[config.mk]
export PLATFORM = sky130hd
export DESIGN_NAME = smta_ctrl
export DESIGN_NICKNAME = d
export VERILOG_FILES = /design/src/rtl/smta_pkg.sv /design/src/rtl/smta_ctrl.sv
export SDC_FILE = /design/constraint.sdc
export NUM_CORES = 1
export LEC_CHECK = 0
export ABC_AREA = 1
export BUFFER_PORTS_ARGS = -buffer_cell sky130_fd_sc_hd__clkbuf_2
export CAP_MARGIN = 20
export CORE_ASPECT_RATIO = 1.2
export CORE_MARGIN = 1.5
export CORE_UTILIZATION = 41
export CTS_CLUSTER_DIAMETER = 100
export DETAILED_ROUTE_END_ITERATION = 12
export HOLD_SLACK_MARGIN = 0.12
export PLACE_DENSITY = 0.7
export SLEW_MARGIN = 40
export SYNTH_ARGS = -nofsm -noshare
export SYNTH_HDL_FRONTEND = slang
export SYNTH_SLANG_ARGS = --single-unit
[constraint.sdc]
create_clock -name clk -period 1.1 [get_ports clk]
set_input_delay 0.055 -clock clk [delete_from_list [all_inputs] [get_ports clk]]
set_output_delay 0.055 -clock clk [all_outputs]
set_load 0.01 [all_outputs]
[src/rtl/smta_pkg.sv]
// smta_pkg: shared constants, types and datapath command codes for the
// self motion tagging accumulator; no dependencies
package smta_pkg;

  localparam int OBS_DEPTH = 2048;
  localparam int OBS_AW    = $clog2(OBS_DEPTH);
  localparam int OBS_CW    = OBS_AW + 1;
  localparam int EXP_DEPTH = 256;
  localparam int EXP_AW    = $clog2(EXP_DEPTH);
  localparam int EXP_CW    = EXP_AW + 1;

  localparam int WIN_W   = 20;
  localparam int TIME_W  = 32;
  localparam int MV_W    = 32;
  localparam int ACC_W   = 27;
  localparam int CNT_W   = 12;
  localparam int LEN_W   = 17;
  localparam int OBS_WW  = TIME_W + MV_W + 1;
  localparam int EXP_WW  = TIME_W + MV_W;
  localparam int OUT_W   = 240;

  localparam int WIN_MIN_US = 1000;
  localparam int WIN_MAX_US = 100000;

  localparam logic [WIN_W-1:0] SELF_MATCH_RST = 20'd25000;
  localparam logic [WIN_W-1:0] LATE_RST       = 20'd10000;
  localparam logic [WIN_W-1:0] HISTORY_RST    = 20'd100000;

  localparam logic [1:0] REG_SELF_MATCH = 2'd0;
  localparam logic [1:0] REG_LATE       = 2'd1;
  localparam logic [1:0] REG_HISTORY    = 2'd2;

  localparam logic [1:0] OP_OBSERVE = 2'd0;
  localparam logic [1:0] OP_RECORD  = 2'd1;
  localparam logic [1:0] OP_CONSUME = 2'd2;
  localparam logic [1:0] OP_CLEAR   = 2'd3;

  typedef logic [4:0] cmd_t;

  localparam cmd_t CMD_NONE     = 5'd0;
  localparam cmd_t CMD_LOAD     = 5'd1;
  localparam cmd_t CMD_CLEAR    = 5'd2;
  localparam cmd_t CMD_ORD_HEAD = 5'd3;
  localparam cmd_t CMD_OPOP     = 5'd4;
  localparam cmd_t CMD_ERD_HEAD = 5'd5;
  localparam cmd_t CMD_EPOP     = 5'd6;
  localparam cmd_t CMD_REC_INIT = 5'd7;
  localparam cmd_t CMD_REC_RD   = 5'd8;
  localparam cmd_t CMD_REC_TAG  = 5'd9;
  localparam cmd_t CMD_REC_NEXT = 5'd10;
  localparam cmd_t CMD_EINS     = 5'd11;
  localparam cmd_t CMD_OBS_INIT = 5'd12;
  localparam cmd_t CMD_OBS_ERD  = 5'd13;
  localparam cmd_t CMD_OBS_NEXT = 5'd14;
  localparam cmd_t CMD_SETTAG   = 5'd15;
  localparam cmd_t CMD_SHIFT_RD = 5'd16;
  localparam cmd_t CMD_SHIFT_WR = 5'd17;
  localparam cmd_t CMD_EDEC     = 5'd18;
  localparam cmd_t CMD_OINS     = 5'd19;
  localparam cmd_t CMD_CON_INIT = 5'd20;
  localparam cmd_t CMD_CON_RD   = 5'd21;
  localparam cmd_t CMD_CON_ACC  = 5'd22;
  localparam cmd_t CMD_CON_END  = 5'd23;
  localparam cmd_t CMD_EMIT     = 5'd24;

  typedef struct packed {
    logic is_clear;
    logic is_consume;
    logic is_record;
    logic mv_zero;
    logic ocount_nz;
    logic ecount_nz;
    logic o_stale;
    logic e_stale;
    logic rec_more;
    logic rec_match;
    logic obs_more;
    logic obs_match;
    logic shift_more;
    logic con_more;
    logic front_le;
    logic out_free;
  } status_t;

endpackage

[src/rtl/smta_ctrl.sv]
// smta_ctrl: sequencer that walks clear, prune, scan, shift, insert, consume and emit steps
// depends on smta_pkg for command codes and the status struct
module smta_ctrl (
  input  logic             clk,
  input  logic             rst,
  input  logic             in_valid,
  output logic             in_ready,
  input  smta_pkg::status_t st,
  output smta_pkg::cmd_t   cmd
);

  localparam logic [4:0] S_IDLE    = 5'd0;
  localparam logic [4:0] S_DISP    = 5'd1;
  localparam logic [4:0] S_OP_CHK  = 5'd2;
  localparam logic [4:0] S_OP_EV   = 5'd3;
  localparam logic [4:0] S_EP_CHK  = 5'd4;
  localparam logic [4:0] S_EP_EV   = 5'd5;
  localparam logic [4:0] S_BRANCH  = 5'd6;
  localparam logic [4:0] S_REC_CHK = 5'd7;
  localparam logic [4:0] S_REC_EV  = 5'd8;
  localparam logic [4:0] S_OBS_CHK = 5'd9;
  localparam logic [4:0] S_OBS_EV  = 5'd10;
  localparam logic [4:0] S_SH_CHK  = 5'd11;
  localparam logic [4:0] S_SH_WR   = 5'd12;
  localparam logic [4:0] S_OINS    = 5'd13;
  localparam logic [4:0] S_CON_CHK = 5'd14;
  localparam logic [4:0] S_CON_EV  = 5'd15;
  localparam logic [4:0] S_CF_CHK  = 5'd16;
  localparam logic [4:0] S_CF_EV   = 5'd17;
  localparam logic [4:0] S_EMIT    = 5'd18;

  logic [4:0] state, state_next;

  assign in_ready = (state == S_IDLE);

  always_comb begin
    state_next = state;
    cmd        = smta_pkg::CMD_NONE;
    case (state)
      S_IDLE: begin
        if (in_valid) begin
          cmd        = smta_pkg::CMD_LOAD;
          state_next = S_DISP;
        end
      end
      S_DISP: begin
        if (st.is_clear) begin
          cmd        = smta_pkg::CMD_CLEAR;
          state_next = S_IDLE;
        end else if (!st.is_consume && st.mv_zero) begin
          state_next = S_IDLE;
        end else begin
          state_next = S_OP_CHK;
        end
      end
      S_OP_CHK: begin
        if (st.ocount_nz) begin
          cmd        = smta_pkg::CMD_ORD_HEAD;
          state_next = S_OP_EV;
        end else begin
          state_next = S_EP_CHK;
        end
      end
      S_OP_EV: begin
        if (st.o_stale) begin
          cmd        = smta_pkg::CMD_OPOP;
          state_next = S_OP_CHK;
        end else begin
          state_next = S_EP_CHK;
        end
      end
      S_EP_CHK: begin
        if (st.ecount_nz) begin
          cmd        = smta_pkg::CMD_ERD_HEAD;
          state_next = S_EP_EV;
        end else begin
          state_next = S_BRANCH;
        end
      end
      S_EP_EV: begin
        if (st.e_stale) begin
          cmd        = smta_pkg::CMD_EPOP;
          state_next = S_EP_CHK;
        end else begin
          state_next = S_BRANCH;
        end
      end
      S_BRANCH: begin
        if (st.is_consume) begin
          cmd        = smta_pkg::CMD_CON_INIT;
          state_next = S_CON_CHK;
        end else if (st.is_record) begin
          cmd        = smta_pkg::CMD_REC_INIT;
          state_next = S_REC_CHK;
        end else begin
          cmd        = smta_pkg::CMD_OBS_INIT;
          state_next = S_OBS_CHK;
        end
      end
      S_REC_CHK: begin
        if (st.rec_more) begin
          cmd        = smta_pkg::CMD_REC_RD;
          state_next = S_REC_EV;
        end else begin
          cmd        = smta_pkg::CMD_EINS;
          state_next = S_IDLE;
        end
      end
      S_REC_EV: begin
        if (st.rec_match) begin
          cmd        = smta_pkg::CMD_REC_TAG;
          state_next = S_IDLE;
        end else begin
          cmd        = smta_pkg::CMD_REC_NEXT;
          state_next = S_REC_CHK;
        end
      end
      S_OBS_CHK: begin
        if (st.obs_more) begin
          cmd        = smta_pkg::CMD_OBS_ERD;
          state_next = S_OBS_EV;
        end else begin
          state_next = S_OINS;
        end
      end
      S_OBS_EV: begin
        if (st.obs_match) begin
          cmd        = smta_pkg::CMD_SETTAG;
          state_next = S_SH_CHK;
        end else begin
          cmd        = smta_pkg::CMD_OBS_NEXT;
          state_next = S_OBS_CHK;
        end
      end
      S_SH_CHK: begin
        if (st.shift_more) begin
          cmd        = smta_pkg::CMD_SHIFT_RD;
          state_next = S_SH_WR;
        end else begin
          cmd        = smta_pkg::CMD_EDEC;
          state_next = S_OINS;
        end
      end
      S_SH_WR: begin
        cmd        = smta_pkg::CMD_SHIFT_WR;
        state_next = S_SH_CHK;
      end
      S_OINS: begin
        cmd        = smta_pkg::CMD_OINS;
        state_next = S_IDLE;
      end
      S_CON_CHK: begin
        if (st.con_more) begin
          cmd        = smta_pkg::CMD_CON_RD;
          state_next = S_CON_EV;
        end else begin
          cmd        = smta_pkg::CMD_CON_END;
          state_next = S_CF_CHK;
        end
      end
      S_CON_EV: begin
        cmd        = smta_pkg::CMD_CON_ACC;
        state_next = S_CON_CHK;
      end
      S_CF_CHK: begin
        if (st.ocount_nz) begin
          cmd        = smta_pkg::CMD_ORD_HEAD;
          state_next = S_CF_EV;
        end else begin
          state_next = S_EMIT;
        end
      end
      S_CF_EV: begin
        if (st.front_le) begin
          cmd        = smta_pkg::CMD_OPOP;
          state_next = S_CF_CHK;
        end else begin
          state_next = S_EMIT;
        end
      end
      S_EMIT: begin
        if (st.out_free) begin
          cmd        = smta_pkg::CMD_EMIT;
          state_next = S_IDLE;
        end
      end
      default: begin
        state_next = S_IDLE;
      end
    endcase
  end

  always_ff @(posedge clk) begin
    if (rst) begin
      state <= S_IDLE;
    end else begin
      state <= state_next;
    end
  end

endmodule

Word level (Yosys, flattened, before mapping)
Index checks and enable logic that the tools add are counted.
{"block": "classes", "n_eq_ne": 20, "n_mux": 36, "n_reduce_logical": 5}
{"op": "$pmux W5 S18", "count": 2}
{"op": "$eq A5 B4 Y1 const B", "count": 8}
{"op": "$mux W2", "count": 13}
{"op": "$mux W5", "count": 5}
{"op": "$mux W3", "count": 8}
{"op": "$eq A5 B3 Y1 const B", "count": 4}
{"op": "$mux W4", "count": 5}
{"op": "$eq A5 B5 Y1 const B", "count": 3}
{"op": "$eq A5 B2 Y1 const B", "count": 2}
{"op": "$eq A5 B1 Y1 const B", "count": 1}
{"op": "$logic_not A5 Y1", "count": 1}
{"op": "$ne A2 B2 Y1 const B", "count": 2}
{"op": "$mux W1", "count": 3}
{"op": "$reduce_and A2 Y1", "count": 1}
{"op": "$reduce_or A2 Y1", "count": 1}
{"op": "$logic_and A1 B1 Y1", "count": 1}
{"op": "$logic_not A1 Y1", "count": 1}
{"block": "word_totals", "register_bits": 5, "word_cells": 62}

Logic depth before layout (Yosys ltp)
Gate-level depths: netlist (run 1).
{"block": "logic_depth", "ltp_word": 5, "mapped_depth": 10, "ltp_nobuf": 10}

Least setup slack after synthesis (run 1)
OpenSTA, ideal clock, no wires.
{"block": "synth_path", "path_type": "register to register", "startpoint": "reg state[1]", "endpoint": "reg state[0]", "setup_ns": 0.064, "t_arrival_ns": 1.139, "t_required_ns": 1.036, "path_slack_ns": -0.103, "stages_incl_launch_ff": 11, "path_buffers": 0, "synth_period_minus_slack_ns": 1.203, "cell_sequence": "dfxtp_1 > inv_2 > nor2_4 > inv_2 > nor2_4 > nand2_1 > nand2_1 > nor2_1 > nand3b_1 > nand2_1 > nor2_1"}
{"block": "synth_between", "elab_chain_cells": 3}
{"item": "start: declaration", "line_no": "smta_ctrl.sv:32", "text": "logic [4:0] state, state_next;"}
{"item": "start signal: assignment", "line_no": "smta_ctrl.sv:197", "text": "state <= state_next;"}
{"item": "branches (longest 3 deep; another with $pmux W5 S18)"}
Parallel ways; which one is timed is not known.
A chain may end at the register's enable or synchronous reset.

Worst setup path in the final report (run 1)
{"block": "layout_path", "startpoint": "reg state[2]", "endpoint": "out cmd[1]"}
{"block": "layout_between", "elab_chain_cells": 3}
{"item": "$eq A5 B5 Y1 or $eq A5 B2 Y1 (tied branches)", "line_no": "smta_ctrl.sv:39", "text": "case (state)"}
{"item": "$reduce_or A2 Y1 (no source line)"}
{"item": "$pmux W5 S18 *", "line_no": "smta_ctrl.sv:39"}
{"item": "end: declaration", "line_no": "smta_ctrl.sv:9", "text": "output smta_pkg::cmd_t cmd"}
Every way passes the cells marked *; elsewhere a longest branch is shown, timed or not.

==> summary.md, run 1 <==
| Metric | Value |
|---|---|
| Flops & latches, synth | `5` |
| Initial Util | `44.1%` |
| Total CTS buffers | `3` |
| Via count | `1,406` |
| Clock Skews | `0.0107 ns` |
| Placed wire-length estimate | `2290 um` |
| Comb pwr share | `57.5%` |
| Critical Path Sink Type | `output port` |
| Share of cells above drive strength 1 | `between 50% and 60%` |
| First-pass GRT wire length | `5290 um` |
| Worst-Skew Late Latency | `0.26 ns` |
| Failing checks | `negative setup slack` |
| Delay-heaviest family, CP | `simple AND/OR/NAND/NOR gates` |
| # rows | `16` |
| Hold endpoint | `state[3]$_SDFFE_PP0P_` |
| GRT Total Usage | `33.7%` |
| Ports | `25` |
| Setup_tns | `-4.46 ns` |
| CP max FO | `5` |
| Buffers & Inverters on Critical Path | `1` |
| Cell Int Power | `0.643 mW` |
| Nets@finish | `226` |
| R2R setup slack | `-0.46 ns` |
| Cell Area, Synth | `732 sq um` |
| CP Launch Type | `register` |
| Hold Crit Start | `st[7]` |
| Core area | `0.00166 sq mm` |
| Switch share | `44.5%` |
| Clock-pin slew on the worst setup and hold paths | `around 0.06 ns` |
| Slew HR | `approximately four fifths` |
| CTS tree | `built` |
| Worst path slowest cell | `dfxtp_4` |
| PortBufs | `24` |
| Post-synth top area share | `19.0%` |
| Status | `finished with violations` |
| Cell count of the worst reg-to-reg path | `11` |
| Worst-margin pin slew | `0.286 ns` |
| Register share of total power | `a little over a fifth` |
| Max-slew violations | `0` |
| CTS root buf | `clkbuf_4` |
| Die Width | `41.6 um` |
| Reg2Reg Launch Point | `state[2]$_SDFFE_PP0P_` |
| Fin worst setup slack | `-0.542 ns` |
| Pin count of the biggest net entering global routing | `9` |
| Vias per inst | `approximately 6.3` |
| Fin cells | `about 220` |
| Register area share after synthesis | `13.7%` |
| RSZ-0062 raised after global routing | `yes` |
| Largest area contributor in the netlist | `nand2_1` |
| ANT cells | `0` |
| Place WS | `-0.291 ns` |
| MaxCap Viol Count | `0` |
| Vias in the first global route | `1,175` |
| Hold path depth | `3` |
| Iter 0 DRT Violations | `88` |
| Routed Antenna Nets | `0` |
| Final wirelength | `4100 um` |
| Die area | `0.00205 sq mm` |
| Drt drc | `0` |
| Most flop-heavy register | `state` |
| Max stage delay on crit path | `0.38 ns` |
| Peak Freq | `0.609 GHz` |
| CP Class | `register to output port` |
| Ranking of synthesized cells by area | `nand2_1 19%, dfxtp_1 14%, nor2_1 12%` |
| Data arrival, critical path | `1.59 ns` |
| Leakage power | `0.770 nW` |
| Syn Nets | `159` |
| Drt wl/cell | `18.3 um` |
| Net Sw Power | `0.516 mW` |
| Power Dens Cells | `814 mW/mm^2` |
| Hold Crit Class | `input port to register` |
| Mapped Avg Cell Area | `approximately 5.2 sq um` |
| Final setup vio count | `11` |
| Synth warn | `0` |
| CTS sink cnt | `5` |
| PnR Total Power | `roughly 1.2 mW` |
| Cell repeated most along the worst path | `nand2_1` |
| CP Data Required Time | `1.04 ns` |
| R2R Path End | `state[0]$_SDFFE_PP0P_` |
| Clock network fraction of total power | `roughly a fifth` |
| Chip height | `49.3 um` |
| Syn-to-layout area delta | `94.4%` |
| Distinct cell type count after synthesis | `21` |
| Placed insts | `202` |
| Longest Clk Path Bufs | `2` |
| Largest registers | `state x5` |
| 1st-pass router iterations | `5` |
| Cell count after synthesis | `between 100 and 150` |
| Final cycle utilization of the critical path | `149%` |
| Max FFs per register | `5` |
| CTS H-tree lvls | `1` |
| Initial antenna violation count | `0` |
| Final hold viol count | `0` |
| Grt total ovfl | `0` |
| Worst IR Drop VDD | `0.000733 V` |
| CP cell instances | `nor2_2, nand2_2, nor2_1, nand2_1, nand2_1, nor3_2, nand3_1, clkbuf_2` |
| Fillcell total | `96` |
| Routability cong. | `between 1 and 1.5` |
| Final min period | `1.64 ns` |
## through the flow
step           instance area (sq um)  util [%]  hold slack, ns
2_1_floorplan                    756         -           0.114
3_3_place_gp                    1060      63.9           0.294
3_5_place_dp                    1060      63.9           0.287
4_1_cts                         1250      75.4           0.133
5_1_grt                         1420      85.6           0.181
6_report                        1420      85.6           0.155
## placed cells by master, fill, tap and decap left out, drive strengths merged
master / n
buf: 41
a211oi: 2
a22oi: 1
o2111ai: 1
clkbuf: 24
nor4: 1
nand2: 37
nand4: 8
nor3: 3
nor2: 28
nand3b: 5
dlygate4sd3: 1
nand3: 12
a31oi: 4
a31o: 1
a21oi: 4
dfxtp: 5
o21ai: 3
clkinv: 1
inv: 24
## worst reg2reg max path: stages, from the launching register on
cell	delay, ns
dfxtp_4	0.41
inv_4	0.06
nor2_4	0.15
nand2_4	0.08
nor2_4	0.24
buf_4	0.16
nand2_1	0.04
nand2_1	0.07
nor2_1	0.07
nand3b_1	0.09
nand2_1	0.05
nor2_1	0.07
## metal layers
metal,vias up,part of all wire (%),global-route usage [%]
met5,-,0,0
met4,0,9.0,22.6
met3,52,9.2,3.70
met2,120,48,56.3
met1,641,34,39.6
li1,593,-,-
## power groups by stage
stage	registers, mW	logic, mW	clock network (mW)
2_1_floorplan	0.231	0.236	0
3_3_place_gp	0.236	0.444	0
3_5_place_dp	0.238	0.445	0
4_1_cts	0.237	0.497	0.227
5_1_grt	0.244	0.707	0.259
6_report	0.244	0.666	0.248
## cell type report
cell class / count / area, sq um / share of cell area, %
Tap cell: 18 / 22.5 / 1.58
Multi-Input combinational cell: 110 / 701 / 49.3
Inverter: 25 / 105 / 7.39
Timing Repair Buffer: 62 / 449 / 31.6
Clock buffer: 4 / 26.3 / 1.85
Sequential cell: 5 / 119 / 8.36
## logic make-up (layout without fill, tap and decap cells)
logic type	count (synthesis)	in the layout	share of synthesized area, %
AND/OR/NAND/NOR	94	94	59.8
flip-flops	5	5	13.7
AO/OA/AOI/OAI	16	16	13.7
buffers and inverters	25	91	12.8
## synth_stat cells
cell type	n
a21oi_1	4
a31oi_1	4
dfxtp_1	5
a211oi_1	2
nor3_1	3
clkinv_1	1
a22oi_1	1
nand3b_1	5
o2111ai_1	1
o21ai_0	3
nor2_1	24
nand3_2	1
nor2_2	2
a31o_1	1
nand4_1	8
nor4_1	1
nand2_1	37
inv_2	5
inv_1	19
nor2_4	2
nand3_1	11
## worst max-delay path by stage
stage | start | end | cells after the start
2_1_floorplan | state[1]$_SDFFE_PP0P_ | state[0]$_SDFFE_PP0P_ | 10
6_report | state[2]$_SDFFE_PP0P_ | cmd[1] | 8
5_1_grt | state[4]$_SDFFE_PP0P_ | cmd[1] | 8
4_1_cts | state[1]$_SDFFE_PP0P_ | cmd[0] | 7
3_5_place_dp | state[2]$_SDFFE_PP0P_ | state[0]$_SDFFE_PP0P_ | 8
3_3_place_gp | state[0]$_SDFFE_PP0P_ | cmd[1] | 7
## timing repair
action,4_1_cts,5_1_grt
gates resized for setup,31,30
endpoints found under the setup margin,11,11
buffers inserted,9,11
endpoints found under the hold margin,4,0
hold buffers,1,0
pin swaps,10,12
Power figures use the tool's default switching activity.
==> run 2: changes to the inputs <==
--- a/config.mk
+++ b/config.mk
@@ -6,7 +6,7 @@
 export NUM_CORES = 1
 export LEC_CHECK = 0
 export ABC_AREA = 1
-export BUFFER_PORTS_ARGS = -buffer_cell sky130_fd_sc_hd__clkbuf_2
+export BUFFER_PORTS_ARGS = -buffer_cell sky130_fd_sc_hd__buf_2
 export CAP_MARGIN = 20
 export CORE_ASPECT_RATIO = 1.2
 export CORE_MARGIN = 1.5
==> run 2 against run 1 <==
Against the previous run:
- the run still ends with negative setup slack left
- sequential power shrank 4%
- fmax is 3.8% lower
- sequential cell count did not move
- register-to-register slack improved by 0.06 ns
- routed wire length rose by 4.6%
- setup slack lost 0.065 ns
- hold slack improved by 0.015 ns
- first-iteration DRC count grew 31%
- count of clock-buffer cells in the layout did not move
- non-clock buffer count shrank 5
- critical path depth stayed put
- core utilization fell by 1.3 points
==> summary.md, run 2 (synthesized netlist as in run 1, its figures left out) <==
| Metric | Value |
|---|---|
| Fin worst setup slack | `-0.607 ns (-0.0654 ns)` |
| Fin cells | `219 (-2.2%)` |
| Vias per inst | `6.51 (+3.7%)` |
| Final hold slack | `0.170 ns (+0.0146 ns)` |
| Grt met2 use | `60.7% (+4.4 points)` |
| Met3 Usage GRT | `8.52% (+4.8 points)` |
| First-pass GRT wire length | `5960 um (+13%)` |
| Placed insts | `200 (-0.99%)` |
| Slew HR | `76.1% (-4.7 points)` |
| Commonest cells after routing, fill and taps aside | `29 x nand2_1, 29 x buf_4, 24 x buf_2` |
| Final cycle utilization of the critical path | `155% (+5.9 points)` |
| CP Launch Point | `state[2]$_SDFFE_PP0P_` |
| Pin count of the biggest net entering global routing | `9 (unchanged)` |
| End of the critical path | `cmd[0]` |
| Delay-heaviest family, CP | `simple AND/OR/NAND/NOR gates` |
| Max FFs per register | `5 (unchanged)` |
| CTS root buf | `clkbuf_4` |
| CTS H-tree lvls | `1 (unchanged)` |
| CTS sink cnt | `5 (unchanged)` |
| Peak Freq | `0.586 GHz (-3.8%)` |
| Total CTS buffers | `3 (unchanged)` |
| CP Data Required Time | `1.04 ns (about the same)` |
| R2R setup slack | `-0.40 ns (+0.06 ns)` |
| CTS tree | `built` |
| Buffers & Inverters on Critical Path | `2 (+1)` |
| Grt total ovfl | `0 (unchanged)` |
| CP max FO | `5 (unchanged)` |
| Cell repeated most along the worst path | `nand3_1` |
| CP Class | `register to output port` |
| Share of cells above drive strength 1 | `56.7% (-0.080 points)` |
| CP cell instances | `inv_1, nand2_2, nor2_4, nand3_1, nand2_1, a31oi_2, nand3_1, buf_2` |
| Clock-pin slew on the worst setup and hold paths | `0.06 ns (about the same)` |
| Vias in the first global route | `1,245 (+6.0%)` |
| Most flop-heavy register | `state` |
| Worst path slowest cell | `dfxtp_4` |
| MaxCap Viol Count | `0 (unchanged)` |
| PortBufs | `24 (unchanged)` |
| Worst-Skew Late Latency | `0.28 ns (+0.02 ns)` |
| 1st-pass router iterations | `7 (+2)` |
| Setup_tns | `-4.72 ns (-0.268 ns)` |
| Power Dens Cells | `804 mW/mm^2 (-1.3%)` |
| Via count | `1,425 (+1.4%)` |
| Clock Skews | `0.00655 ns (-0.00414 ns)` |
| WP depth | `8 (unchanged)` |
| Chip height | `49.3 um (unchanged)` |
| RSZ-0062 raised after global routing | `yes` |
| CP Launch Type | `register` |
| Longest Clk Path Bufs | `2 (unchanged)` |
| Met1 Usage GRT | `45.4% (+5.8 points)` |
| Grt peak-use layer | `met2` |
| Core area | `0.00166 sq mm (unchanged)` |
| Max-slew violations | `0 (unchanged)` |
| Die area | `0.00205 sq mm (unchanged)` |
| Fillcell total | `98 (+2.1%)` |
| Worst-margin pin slew | `0.357 ns (+0.0702 ns)` |
| Routability cong. | `0.997 (-0.38%)` |
| Hold Crit Class | `input port to register` |
| Drt wl/cell | `19.6 um (+7.0%)` |
| ANT cells | `0 (unchanged)` |
| Status | `finished with violations` |
| Initial Util | `44.1% (unchanged)` |
| Nets@finish | `221 (-2.2%)` |
| Failing checks | `negative setup slack` |
| GRT Total Usage | `37.8% (+4.2 points)` |
| Worst IR Drop VDD | `0.000780 V (+6.5%)` |
| Reg2Reg Launch Point | `state[3]$_SDFFE_PP0P_` |
| Cell count of the worst reg-to-reg path | `8 (-3)` |
| # rows | `16 (unchanged)` |
| Drt drc | `0 (unchanged)` |
| Critical Path Sink Type | `output port` |
| Data arrival, critical path | `1.65 ns (+0.06 ns)` |
| Final min period | `1.71 ns (+0.0654 ns)` |
| R2R Path End | `state[2]$_SDFFE_PP0P_` |
| Final hold viol count | `0 (unchanged)` |
| Initial antenna violation count | `0 (unchanged)` |
| Syn-to-layout area delta | `91.5%` |
| Routed Antenna Nets | `0 (unchanged)` |
| Largest registers | `state x5` |
| Iter 0 DRT Violations | `115 (+31%)` |
| Final wirelength | `4290 um (+4.6%)` |
| Final setup vio count | `11 (unchanged)` |
| Die Width | `41.6 um (unchanged)` |
| Max stage delay on crit path | `0.37 ns (about the same)` |
| Placed wire-length estimate | `2370 um (+3.6%)` |
| Ports | `25 (unchanged)` |
| Leakage power | `0.742 nW (-3.7%)` |
==> run 2: power by group <==
part / total (mW) / leakage, nW / internal (mW) / switching, mW
combinational: 0.628 / 0.682 / 0.256 / 0.372
sequential: 0.235 / 0.0444 / 0.196 / 0.0387
clock: 0.264 / 0.0150 / 0.140 / 0.123
total: 1.13 / 0.742 / 0.593 / 0.534
==> run 2: area by class of cell <==
class	instances	area (sq um)	area share, %
Sequential cell	5	119	8.48
Timing Repair Buffer	57	382	27.2
Multi-Input combinational cell	110	746	53.2
Clock buffer	4	26.3	1.88
Tap cell	18	22.5	1.61
Inverter	25	106	7.59
==> run 2: worst min path at each step <==
stage | from | end | slack, ns | cells after the start
floorplan | rst | state[1]$_SDFFE_PP0P_ | 0.11 | 1
global placement | rst | state[0]$_SDFFE_PP0P_ | 0.30 | 2
detailed placement | rst | state[0]$_SDFFE_PP0P_ | 0.30 | 2
CTS | in_valid | state[0]$_SDFFE_PP0P_ | 0.17 | 5
global route | st[7] | state[3]$_SDFFE_PP0P_ | 0.19 | 3
finish | st[7] | state[3]$_SDFFE_PP0P_ | 0.17 | 3
==> run 2: routing by layer <==
layer	part of all wire (%)	vias to the layer above
met5	0	-
met4	9.9	0
met3	11	60
met2	44	165
met1	35	613
li1	-	587
==> run 2: metrics by stage <==
stage                     util, %  total power, mW  worst slack, ns  cell area, sq um
after floorplan                 -            0.467          -0.0470               756
final                        84.3             1.13           -0.607              1400
after CTS                    76.4             1.01           -0.434              1270
after detailed placement     62.2            0.680           -0.251              1030
after global routing         84.3             1.18           -0.625              1400
after global placement       62.2            0.686           -0.277              1030
==> run 2: worst reg2reg max path, cell delays in order, from the launching register on <==
cell     delay, ns
dfxtp_4       0.42
buf_4         0.15
nand3_4       0.13
buf_4         0.18
nor3_4        0.20
inv_2         0.09
nand4_1       0.12
nor2_2        0.06
nor2_1        0.09
==> run 2: repair_timing <==
action,4_1_cts,5_1_grt
pin swaps,24,9
setup buffers,9,6
hold endpoints to repair,4,0
hold buffers,1,0
endpoints found under the setup margin,11,11
gates resized for setup,41,20
==> run 3: changes to the inputs <==
--- a/config.mk
+++ b/config.mk
@@ -19,3 +19,4 @@
 export SYNTH_ARGS = -nofsm -noshare
 export SYNTH_HDL_FRONTEND = slang
 export SYNTH_SLANG_ARGS = --single-unit
+export TNS_END_PERCENT = 50
==> run 3 against run 2 <==
Against the previous run:
- the flow still finishes with violations (negative setup slack)
- count of clock-buffer cells in the layout fell by 1
- clock power fell by 17%
- combinational power barely moved
- via count fell by 5.1%
- sequential share of layout area rose by 0.12 points
- critical path type unchanged
- largest cell class unchanged
- largest power group unchanged
- highest routed layer unchanged
==> summary.md, run 3 (synthesized netlist as in run 1, its figures left out) <==
| Metric | Value |
|---|---|
| Worst-Skew Late Latency | `0.25 ns (-0.03 ns)` |
| Clock Skews | `0.00486 ns (-0.00169 ns)` |
| Peak Freq | `0.612 GHz (+4.5%)` |
| Chip height | `49.3 um (unchanged)` |
| CP Launch Type | `register` |
| Leakage power | `0.753 nW (+1.6%)` |
| CP max FO | `6 (+1)` |
| CTS H-tree lvls | `1 (unchanged)` |
| Initial Util | `44.1% (unchanged)` |
| Via count | `1,352 (-5.1%)` |
| Initial antenna violation count | `0 (unchanged)` |
| Hold Crit Class | `input port to register` |
| Design area | `0.00138 sq mm (-1.3%)` |
| CTS root buf | `clkbuf_4` |
| Largest registers | `state x5` |
| CP Data Required Time | `1.04 ns (about the same)` |
| Routed Antenna Nets | `0 (unchanged)` |
| Fin cells | `217 (-0.91%)` |
| Drt wl/cell | `17.5 um (-11%)` |
| Grt total ovfl | `0 (unchanged)` |
| 1st-pass router iterations | `6 (-1)` |
| Clock-pin slew on the worst setup and hold paths | `0.05 ns (about the same)` |
| Commonest cells after routing, fill and taps aside | `26 x buf_4, 23 x buf_2, 22 x nand2_1` |
| Worst IR Drop VDD | `0.000631 V (-19%)` |
| Ports | `25 (unchanged)` |
| Max FFs per register | `5 (unchanged)` |
| Final hold viol count | `0 (unchanged)` |
| Iter 0 DRT Violations | `116 (+0.87%)` |
| Fin worst setup slack | `-0.533 ns (+0.0741 ns)` |
| Share of cells above drive strength 1 | `57.8% (+1.1 points)` |
| Final hold slack | `0.178 ns (+0.00883 ns)` |
| # rows | `16 (unchanged)` |
| Longest Clk Path Bufs | `2 (unchanged)` |
| Placed insts | `201 (+0.50%)` |
| Routability cong. | `0.997 (about the same)` |
| ANT cells | `0 (unchanged)` |
| Placed cell area | `0.00104 sq mm (+0.61%)` |
| Final cycle utilization of the critical path | `148% (-6.7 points)` |
| Final wirelength | `3800 um (-11%)` |
| Nets@finish | `219 (-0.90%)` |
| GRT Total Usage | `32.8% (-5.1 points)` |
| Most flop-heavy register | `state` |
| Vias in the first global route | `1,190 (-4.4%)` |
| Total CTS buffers | `3 (unchanged)` |
| Slew HR | `80.0% (+3.8 points)` |
| Worst-margin pin slew | `0.300 ns (-0.0569 ns)` |
| Vias per inst | `6.23 (-4.2%)` |
| Final min period | `1.63 ns (-0.0741 ns)` |
| Data arrival, critical path | `1.58 ns (-0.07 ns)` |
| Final setup vio count | `11 (unchanged)` |
| CTS tree | `built` |
| Die Width | `41.6 um (unchanged)` |
| First-pass GRT wire length | `5200 um (-13%)` |
| Commonest non-fill, non-tap cell in the layout | `buf_4` |
| Power Dens Cells | `787 mW/mm^2 (-2.1%)` |
| RSZ-0062 raised after global routing | `yes` |
| Pin count of the biggest net entering global routing | `9 (unchanged)` |
| Syn-to-layout area delta | `88.9%` |
| Core area | `0.00166 sq mm (unchanged)` |
| CP Class | `register to output port` |
| PortBufs | `24 (unchanged)` |
| Critical Path Sink Type | `output port` |
| Fillcell total | `102 (+4.1%)` |
| Placed wire-length estimate | `2210 um (-7.0%)` |
| CTS sink cnt | `5 (unchanged)` |
| Die area | `0.00205 sq mm (unchanged)` |
| Status | `finished with violations` |
| Drt drc | `0 (unchanged)` |
| Max-slew violations | `0 (unchanged)` |
| PnR Total Power | `1.09 mW (-3.4%)` |
| Failing checks | `negative setup slack` |
| MaxCap Viol Count | `0 (unchanged)` |
==> run 3: changes by cell type in the layout (fill, tap and decap cells not counted), moves of 3 or more <==
cell / before / now
nand2_1: 29 / 22
nand2_2: 7 / 13
nor2_4: 12 / 8
a31oi_2: 3 / 0
buf_4: 29 / 26
nor2_1: 12 / 15
==> run 3: critical path: stages, from the launching register on <==
cell     delay (ns)
dfxtp_4        0.39
inv_4          0.05
nor2_4         0.16
inv_2          0.08
nor2_4         0.25
a31oi_1        0.15
nand4_1        0.12
buf_2          0.13
==> run 3: routing by layer <==
metal | vias to the layer above | part of all wire (%) | track usage, %
li1 | 584 | - | -
met1 | 597 | 34 | 37.7
met2 | 130 | 49 | 54.7
met3 | 41 | 9.9 | 7.78
met4 | 0 | 6.8 | 17.7
met5 | - | 0 | 0
==> run 3: cell type report <==
type                            count  area [sq um]  area share [%]
Inverter                           25           106            7.69
Clock buffer                        3          22.5            1.63
Sequential cell                     5           119            8.60
Tap cell                           18          22.5            1.63
Clock inverter                      1          5.00           0.362
Multi-Input combinational cell    110           731            52.9
Timing Repair Buffer               55           377            27.2
==> run 3: power by group <==
group	internal (mW)	switching [mW]	leakage, nW
logic	0.277	0.355	0.691
registers	0.197	0.0416	0.0444
clock network	0.132	0.0862	0.0177
==> run 3: worst paths after layout <==
kind,cells past startpoint,slack [ns],startpoint,end
hold reg to reg,4,0.79,state[2]$_SDFFE_PP0P_,state[3]$_SDFFE_PP0P_
hold / removal,3,0.18,st[7],state[3]$_SDFFE_PP0P_
setup reg to reg,11,-0.46,state[2]$_SDFFE_PP0P_,state[0]$_SDFFE_PP0P_
setup / recovery,7,-0.53,state[1]$_SDFFE_PP0P_,cmd[3]
==> run 3: timing repair <==
| action | CTS | global route |
|---|---|---|
| gates resized for setup | 49 | 16 |
| setup buffers | 10 | 2 |
| setup endpoints to repair | 11 | 11 |
| endpoints found under the hold margin | 5 | 0 |
| hold buffers | 1 | 0 |
| pin swaps | 14 | 10 |
| gates cloned | 0 | 0 |
==> run 3: through the flow <==
stage | TNS (ns) | utilization (%) | worst slack [ns]
floorplan | -0.139 | - | -0.0470
global placement | -2.43 | 62.6 | -0.310
detailed placement | -2.50 | 62.6 | -0.309
CTS | -3.34 | 78.5 | -0.402
global route | -5.02 | 83.2 | -0.595
finish | -4.34 | 83.2 | -0.533
